==> src/sv/translation_miss_handler_assert.svh <==
// ----------------------------------------------------------------------------
// Translation miss handler assertion macros
// Shorthand for clocked assertions that are disabled during reset.
// ----------------------------------------------------------------------------
`ifndef TRANSLATION_MISS_HANDLER_ASSERT_SVH
`define TRANSLATION_MISS_HANDLER_ASSERT_SVH

// Clocked assertion, disabled while reset is high.
`define TMH_ASSERT(lbl, prop, msg) \
  lbl: assert property (@(posedge clk) disable iff (rst) prop) else $error(msg);

// Clocked assertion that also holds during reset.
`define TMH_ASSERT_ALWAYS(lbl, prop, msg) \
  lbl: assert property (@(posedge clk) prop) else $error(msg);

`endif

==> src/sv/tmh_pkg.sv <==
// ----------------------------------------------------------------------------
// Translation miss handler package
// Word types, codes and sizing constants shared by the miss handler.
// ----------------------------------------------------------------------------
package tmh_pkg;

  localparam int NUM_SLOTS    = 32;
  localparam int RECENT_DEPTH = 8;
  localparam int PAGE_BITS    = 12;

  localparam int SLOT_W = (NUM_SLOTS > 1) ? $clog2(NUM_SLOTS) : 1;
  localparam int RING_W = (RECENT_DEPTH > 1) ? $clog2(RECENT_DEPTH) : 1;
  localparam int CFG_W  = 4;

  localparam logic [31:0] PAGE_MASK = ~32'((64'(1) << PAGE_BITS) - 64'(1));
  localparam logic [2:0]  CORE_SOURCE = 3'h2;

  typedef enum logic [1:0] {
    ACT_MISS    = 2'd0,
    ACT_REMOVE  = 2'd1,
    ACT_CLEAR   = 2'd2,
    ACT_UNKNOWN = 2'd3
  } action_t;

  typedef enum logic [2:0] {
    RS_MAPPED      = 3'd0,
    RS_NOT_NEEDED  = 3'd1,
    RS_OWN_SKIPPED = 3'd2,
    RS_FAULT       = 3'd3,
    RS_WALK_FAILED = 3'd4,
    RS_REMOVED     = 3'd5,
    RS_CLEARED     = 3'd6
  } status_t;

  typedef enum logic {
    CFG_OWN_CLUSTER = 1'b0,
    CFG_OWN_CORE    = 1'b1
  } cfg_index_t;

  typedef enum logic [1:0] {
    S_IDLE,
    S_SCAN,
    S_FINISH
  } state_t;

  typedef struct packed {
    logic [1:0]  action;
    logic [31:0] vaddr;
    logic [2:0]  source_class;
    logic [3:0]  src_cluster;
    logic [3:0]  src_core;
    logic        from_prefetch;
    logic        already_present;
    logic        walk_ok;
    logic [31:0] phys_page;
    logic        walk_read_only;
  } in_word_t;

  typedef struct packed {
    logic [2:0]  result_status;
    logic [4:0]  slot_index;
    logic [31:0] page_base;
    logic [31:0] phys_base;
    logic        slot_read_only;
    logic        wake;
    logic [3:0]  wake_cluster;
    logic [15:0] wake_core_mask;
  } out_word_t;

endpackage

==> src/sv/translation_miss_handler.sv <==
// ----------------------------------------------------------------------------
// Translation miss handler
// Sorts miss, unmap and clear words, scans the ring of recently mapped pages
// with one shared comparator and hands out translation slots in FIFO order.
// ----------------------------------------------------------------------------
//  Channel   Handshake               Word
//  input     start && !busy          item   (in_word_t)
//  result    done, one cycle         result (out_word_t)
//  config    cfg_we                  cfg_index, cfg_wdata
//
// A miss or unmap word steps through the ring one entry per cycle with the single
// page comparator, then passes through a finish state before done.
// A clear word goes straight to the finish state; an unknown action gives no result.
// busy is high from the cycle after start until done; the result cannot be
// stalled. Reset empties the ring and restarts both pointers.
module translation_miss_handler (
  input  logic               clk,
  input  logic               rst,
  input  logic               start,
  input  tmh_pkg::in_word_t  item,
  output logic               busy,
  output logic               done,
  output tmh_pkg::out_word_t result,
  input  logic               cfg_we,
  input  logic               cfg_index,
  input  logic [3:0]         cfg_wdata
);
  import tmh_pkg::*;

  state_t            state;
  state_t            state_next;
  logic [RING_W-1:0] scan_idx;
  logic              scan_last;
  logic              finish;
  logic              accept;
  logic              hit;
  logic [31:0]       ring [RECENT_DEPTH];
  logic [RING_W-1:0] ring_wptr;
  logic [SLOT_W-1:0] slot_ptr;
  logic [3:0]        own_cluster;
  logic [3:0]        own_core;
  in_word_t          cur;
  logic [31:0]       page;
  logic              page_match;
  logic              mapped;
  out_word_t         result_next;

  assign accept    = start && !busy;
  assign scan_last = (scan_idx == RING_W'(RECENT_DEPTH - 1));

  always_comb begin
    state_next = state;
    unique case (state)
      S_IDLE: begin
        if (start) begin
          if (item.action == ACT_MISS || item.action == ACT_REMOVE) begin
            state_next = S_SCAN;
          end else if (item.action == ACT_CLEAR) begin
            state_next = S_FINISH;
          end
        end
      end
      S_SCAN: begin
        if (scan_last) begin
          state_next = S_FINISH;
        end
      end
      S_FINISH: state_next = S_IDLE;
      default:  state_next = S_IDLE;
    endcase
  end

  always_comb begin
    busy   = (state != S_IDLE);
    finish = (state == S_FINISH);
  end

  assign page_match = (ring[scan_idx] == page);

  always_comb begin
    result_next = '0;
    mapped      = 1'b0;
    priority if (cur.action == ACT_CLEAR) begin
      result_next.result_status = RS_CLEARED;
    end else if (cur.action == ACT_REMOVE) begin
      result_next.result_status = RS_REMOVED;
      result_next.page_base     = page;
    end else if (cur.source_class != CORE_SOURCE) begin
      result_next.result_status = RS_FAULT;
      result_next.page_base     = page;
    end else if (cur.src_cluster == own_cluster && cur.src_core == own_core) begin
      result_next.result_status = RS_OWN_SKIPPED;
      result_next.page_base     = page;
    end else if (hit || cur.already_present) begin
      result_next.result_status = RS_NOT_NEEDED;
      result_next.page_base     = page;
      result_next.wake          = !cur.from_prefetch;
    end else if (!cur.walk_ok) begin
      result_next.result_status = RS_WALK_FAILED;
      result_next.page_base     = page;
    end else begin
      mapped                     = 1'b1;
      result_next.result_status  = RS_MAPPED;
      result_next.slot_index     = 5'(slot_ptr);
      result_next.page_base      = page;
      result_next.phys_base      = cur.phys_page;
      result_next.slot_read_only = cur.walk_read_only;
      result_next.wake           = !cur.from_prefetch;
    end
    if (result_next.wake) begin
      result_next.wake_cluster   = cur.src_cluster;
      result_next.wake_core_mask = 16'(1) << cur.src_core;
    end
  end

  always_ff @(posedge clk) begin
    if (rst) begin
      state       <= S_IDLE;
      done        <= 1'b0;
      scan_idx    <= '0;
      hit         <= 1'b0;
      ring_wptr   <= '0;
      slot_ptr    <= '0;
      own_cluster <= '0;
      own_core    <= '0;
      for (int i = 0; i < RECENT_DEPTH; i++) begin
        ring[i] <= '0;
      end
    end else begin
      state <= state_next;
      done  <= finish;
      if (cfg_we) begin
        unique case (cfg_index)
          CFG_OWN_CLUSTER: own_cluster <= cfg_wdata;
          CFG_OWN_CORE:    own_core    <= cfg_wdata;
          default:         own_core    <= own_core;
        endcase
      end
      if (accept) begin
        hit      <= 1'b0;
        scan_idx <= '0;
      end
      if (state == S_SCAN) begin
        if (page_match && page != '0) begin
          hit <= 1'b1;
        end
        if (page_match && cur.action == ACT_REMOVE) begin
          ring[scan_idx] <= '0;
        end
        scan_idx <= scan_last ? '0 : scan_idx + RING_W'(1);
      end
      if (finish) begin
        if (cur.action == ACT_CLEAR) begin
          ring_wptr <= '0;
          slot_ptr  <= '0;
          for (int i = 0; i < RECENT_DEPTH; i++) begin
            ring[i] <= '0;
          end
        end else if (mapped) begin
          ring[ring_wptr] <= page;
          ring_wptr <= (ring_wptr == RING_W'(RECENT_DEPTH - 1)) ? '0 : ring_wptr + RING_W'(1);
          slot_ptr  <= (slot_ptr == SLOT_W'(NUM_SLOTS - 1)) ? '0 : slot_ptr + SLOT_W'(1);
        end
      end
    end
  end

  always_ff @(posedge clk) begin
    if (accept) begin
      cur  <= item;
      page <= (item.action == ACT_CLEAR) ? '0 : (item.vaddr & PAGE_MASK);
    end
    if (finish) begin
      result <= result_next;
    end
  end

`include "translation_miss_handler_assert.svh"

  `TMH_ASSERT(a_done_after_finish, done |-> $past(state == S_FINISH),
              "done without finish")
  `TMH_ASSERT(a_unknown_ignored, (accept && item.action == ACT_UNKNOWN) |=> !busy,
              "unknown action taken")
  `TMH_ASSERT(a_wake_status,
              (done && result.wake) |-> (result.result_status == RS_MAPPED ||
                                         result.result_status == RS_NOT_NEEDED),
              "wake with wrong status")
  `TMH_ASSERT(a_wake_mask,
              done |-> (result.wake ? $onehot(result.wake_core_mask) :
                                      (result.wake_core_mask == '0)),
              "bad wake mask")
  `TMH_ASSERT_ALWAYS(a_scan_idle, (state != S_SCAN) |-> (scan_idx == '0),
                     "scan index left over")

endmodule

==> config.mk <==
export PLATFORM = sky130hd
export DESIGN_NAME = translation_miss_handler
export DESIGN_NICKNAME = d
export VERILOG_FILES = /design/src/sv/tmh_pkg.sv /design/src/sv/translation_miss_handler.sv
export VERILOG_INCLUDE_DIRS = /design/src /design/src/sv
export SDC_FILE = /design/constraint.sdc
export NUM_CORES = 1
export LEC_CHECK = 0
export ABC_AREA = 1
export BUFFER_PORTS_ARGS = -buffer_cell sky130_fd_sc_hd__buf_4
export CORE_AREA = 2 2 167 169
export DETAILED_ROUTE_END_ITERATION = 12
export DIE_AREA = 0 0 169 171
export GPL_TIMING_DRIVEN = 0
export PLACE_DENSITY = 0.73
export SETUP_SLACK_MARGIN = 0.2
export SYNTH_ARGS = -nofsm -noshare
export SYNTH_HDL_FRONTEND = slang
export SYNTH_SLANG_ARGS = --single-unit
==> constraint.sdc <==
create_clock -name clk -period 6.9 [get_ports clk]
set_clock_uncertainty 0.1 [all_clocks]
set_input_delay 1.725 -clock clk [delete_from_list [all_inputs] [get_ports clk]]
set_output_delay 1.725 -clock clk [all_outputs]
set_load 0.05 [all_outputs]
==> results.py <==
metrics = {
    "status": {
        "status": "complete, no violations",
    },
    "grt": {
        "grt_pass1_wl_um": 56260,
        "grt-ovfl-total": 0,
        "grt_max_degree": 37,
        "grtUsageTotal": 0.2586,
        "first_global_vias": 10410,
        "antenna_found_initial": 0,
    },
    "placed_design": {
        "gp_congestion": 0.9330,
        "port_buffers": 160,
        "dp_hpwl_um": 24900,
        "dpl_cell_area_um2": 16400,
    },
    "clock_tree": {
        "worstSkewPairLatency_ns": 0.52,
        "clkTransAtPathRegs_ns": 0.06,
        "cts_sinks": 337,
        "hold_buffers": 0,
        "tritoncts": "built",
        "clockRootBuffer": "clkbuf_16",
        "cts_setup_buffers": 0,
        "cts_made_buffers": 36,
        "cts_buffer_depth": 3,
        "htreeDepth": 2,
        "ctsResizeCount": 0,
    },
    "power_and_ir_drop": {
        "power_frac_seq": 0.497,
        "p_per_area_nw_per_um2": 275.0,
        "ir_drop_mv": 0.2475,
        "clockPowerShare": 0.397,
        "switchingPower_uw": 1181,
        "p_leak_uw": 0.007304,
        "p_total_uw": 4831,
        "power_frac_comb": 0.106,
        "swShare": 0.2444,
        "p_int_uw": 3651,
    },
    "setup_path": {
        "arrival_ns": 4.03,
        "cp-end-kind": "flop",
        "start_kind": "flop",
        "cp_common_cell": "nand2_1",
        "max_stage_delay_ns": 0.94,
        "setup.worst_path.class": "reg2reg",
        "crit_chain": "inv_2, clkbuf_1, nand2_1, nand2_1, nand2_1, nand3_1, nand2_1, nand2_1, nand2_1, nor2_1, nand2_1, nor2_1, nand3_1, nand2_2, nand2_1, nand2_1",
        "cp.required_ns": 6.93,
        "slowest_stage": "nand2_1",
        "crit_fanout": 20,
    },
    "sta": {
        "final.period_utilization": 0.5799,
        "period_needed_ns": 4.002,
        "drv_slew": 0,
        "hold_viol": 0,
        "max_slew_margin": 0.1368,
        "rsz0062_at_grt": "no",
        "fmax_mhz": 249.9,
        "setup_viol": 0,
        "worstMarginPinSlew_ns": 1.292,
    },
    "final_layout": {
        "fin_area_um2": 17570,
        "multi_input_area_um2": 3732,
        "fillCellCount": 2102,
        "layout-drive-gt1-share": 0.1853,
        "finish.utilization": 0.6431,
        "layout_common_cells": "nor2_1 (337), edfxtp_1 (311), nand2_1 (274)",
        "layout_commonest_cell": "nor2_1",
        "num_antenna_cells": 0,
        "regArea_um2": 9859,
        "layout.nets": 1733,
        "area_delta_synth_final_pct": 20.14,
    },
    "route": {
        "dr.pass1.iters": 6,
        "wire_per_inst_um": 18.70,
        "antenna_left": 0,
        "dr.first_iter.drc_count": 1357,
        "vias_per_cell": 5.362,
        "vias": 10770,
        "wl_um": 37550,
        "drc": 0,
    },
    "yosys": {
        "synth.ff_latch_count": 337,
        "yosysWarnings": 0,
        "synth_area_um2": 14630,
        "synth_edf_count": 311,
        "yosysSeqAreaShare": 0.6741,
        "avgSynthCellArea_um2": 10.29,
        "postSynthCellCount": 1422,
        "synth_top_flop_cell": "edfxtp_1",
        "synth.distinct_cells": 38,
        "async_reset_ff_frac": 0,
    },
    "floorplan": {
        "initial_core_util": 0.5353,
        "die_y_um": 171,
        "rows": 61,
        "core_area_um2": 27320,
        "dieArea_um2": 28900,
        "fp.dieW_um": 169,
        "ios": 186,
    },
    "flow_run": {
        "drv_cap": 0,
    },
    "worst_hold_path": {
        "min_path_type": "reg2reg",
    },
}
## cell families (layout without fill, tap and decap cells)
group                    Yosys count  count (layout)  synth area share
XOR/XNOR                           7               7          0.004192
flip-flops                       337             337            0.6741
adder cells (fa/ha/maj)            8               8          0.006844
AO/OA/AOI/OAI                     53              53           0.01942
buffers and inverters            240             469           0.07459
AND/OR/NAND/NOR                  776             776            0.2206
other                              1              12         0.0002564
## power groups by stage
stage / Clock, µW / Combinational [µW] / Sequential, µW
final: 1920 / 513 / 2400
after global routing: 2000 / 553 / 2410
after CTS: 1920 / 509 / 2400
after detailed placement: 0 / 505 / 2440
after global placement: 0 / 482 / 2450
after floorplan: 0 / 253 / 2500
## through the flow
stage          setup WS [ns]  cells  setup TNS [ns]  hold WS, ns
2_1_floorplan          1.355   1433               0       0.3438
3_3_place_gp         -0.7549   1939         -109.89       0.3594
3_5_place_dp           2.470   1943               0       0.3646
4_1_cts                2.987   2008               0       0.3733
5_1_grt                2.698   2008               0       0.4009
6_report               2.898   2008               0       0.3756
## synth_stat cells, types with 2 or more instances
cell      number  area share
clkbuf_1      13      0.0033
nor3_1         6      0.0021
nand3b_1       2      0.0010
inv_1        157       0.040
dfxtp_1       26       0.036
buf_4         18      0.0092
buf_1          3     0.00077
nand4_1        2     0.00086
buf_6         12      0.0092
ha_1           8      0.0068
nand2_1      274       0.070
a21oi_1       12      0.0041
nor2_2        18      0.0077
nand3_1      120       0.041
o21ai_0       26      0.0089
nor2_1       339       0.087
inv_2         11      0.0028
o21ai_1       11      0.0038
nor4_1         5      0.0021
xor2_1         7      0.0042
a211oi_1       2      0.0010
edfxtp_1     311        0.64
buf_2         24      0.0082
## sequential cells by signal (all words and copies together), names as in the netlist, named ones only
signal / cells
ring_wptr: 3
ring: 160
scan_idx: 3
own_core: 4
state: 2
slot_ptr: 5
page: 20
result: 82
own_cluster: 4
cur: 49
done: 1
hit: 1
## area by class of cell
type / count / area share
plain buffers: 70 / 0.02563
flip-flops and latches: 337 / 0.5611
clock buffers: 47 / 0.05540
well taps: 346 / 0.02464
clock inverters: 18 / 0.01104
repair buffers: 164 / 0.07334
multi-input cells: 856 / 0.2124
inverters: 170 / 0.03646
## critical path, delay by kind of cell (launching register included)
kind                   cells  cell delay (ns)
buffers and inverters      2             0.81
flip-flops                 1             0.35
AND/OR/NAND/NOR           14             2.36
## final timing paths
check	start	to	slack [ns]	cells past startpoint
max	flop	ring[7][13]	2.90	16
min reg2reg	own_cluster[0]	own_cluster[0]	0.38	2
min	own_cluster[0]	own_cluster[0]	0.38	2
max reg2reg	flop	ring[7][13]	2.90	16
## per-layer routing
layer  vias up  wire length (µm)  GRT usage
li1       5026                 -          -
met1      5035             14650     0.3393
met2       581             17810     0.4269
met3       125              3632    0.05135
met4         0              1453     0.1041
met5         -                 0          0
No activity file was read; power rests on OpenSTA's default activity.
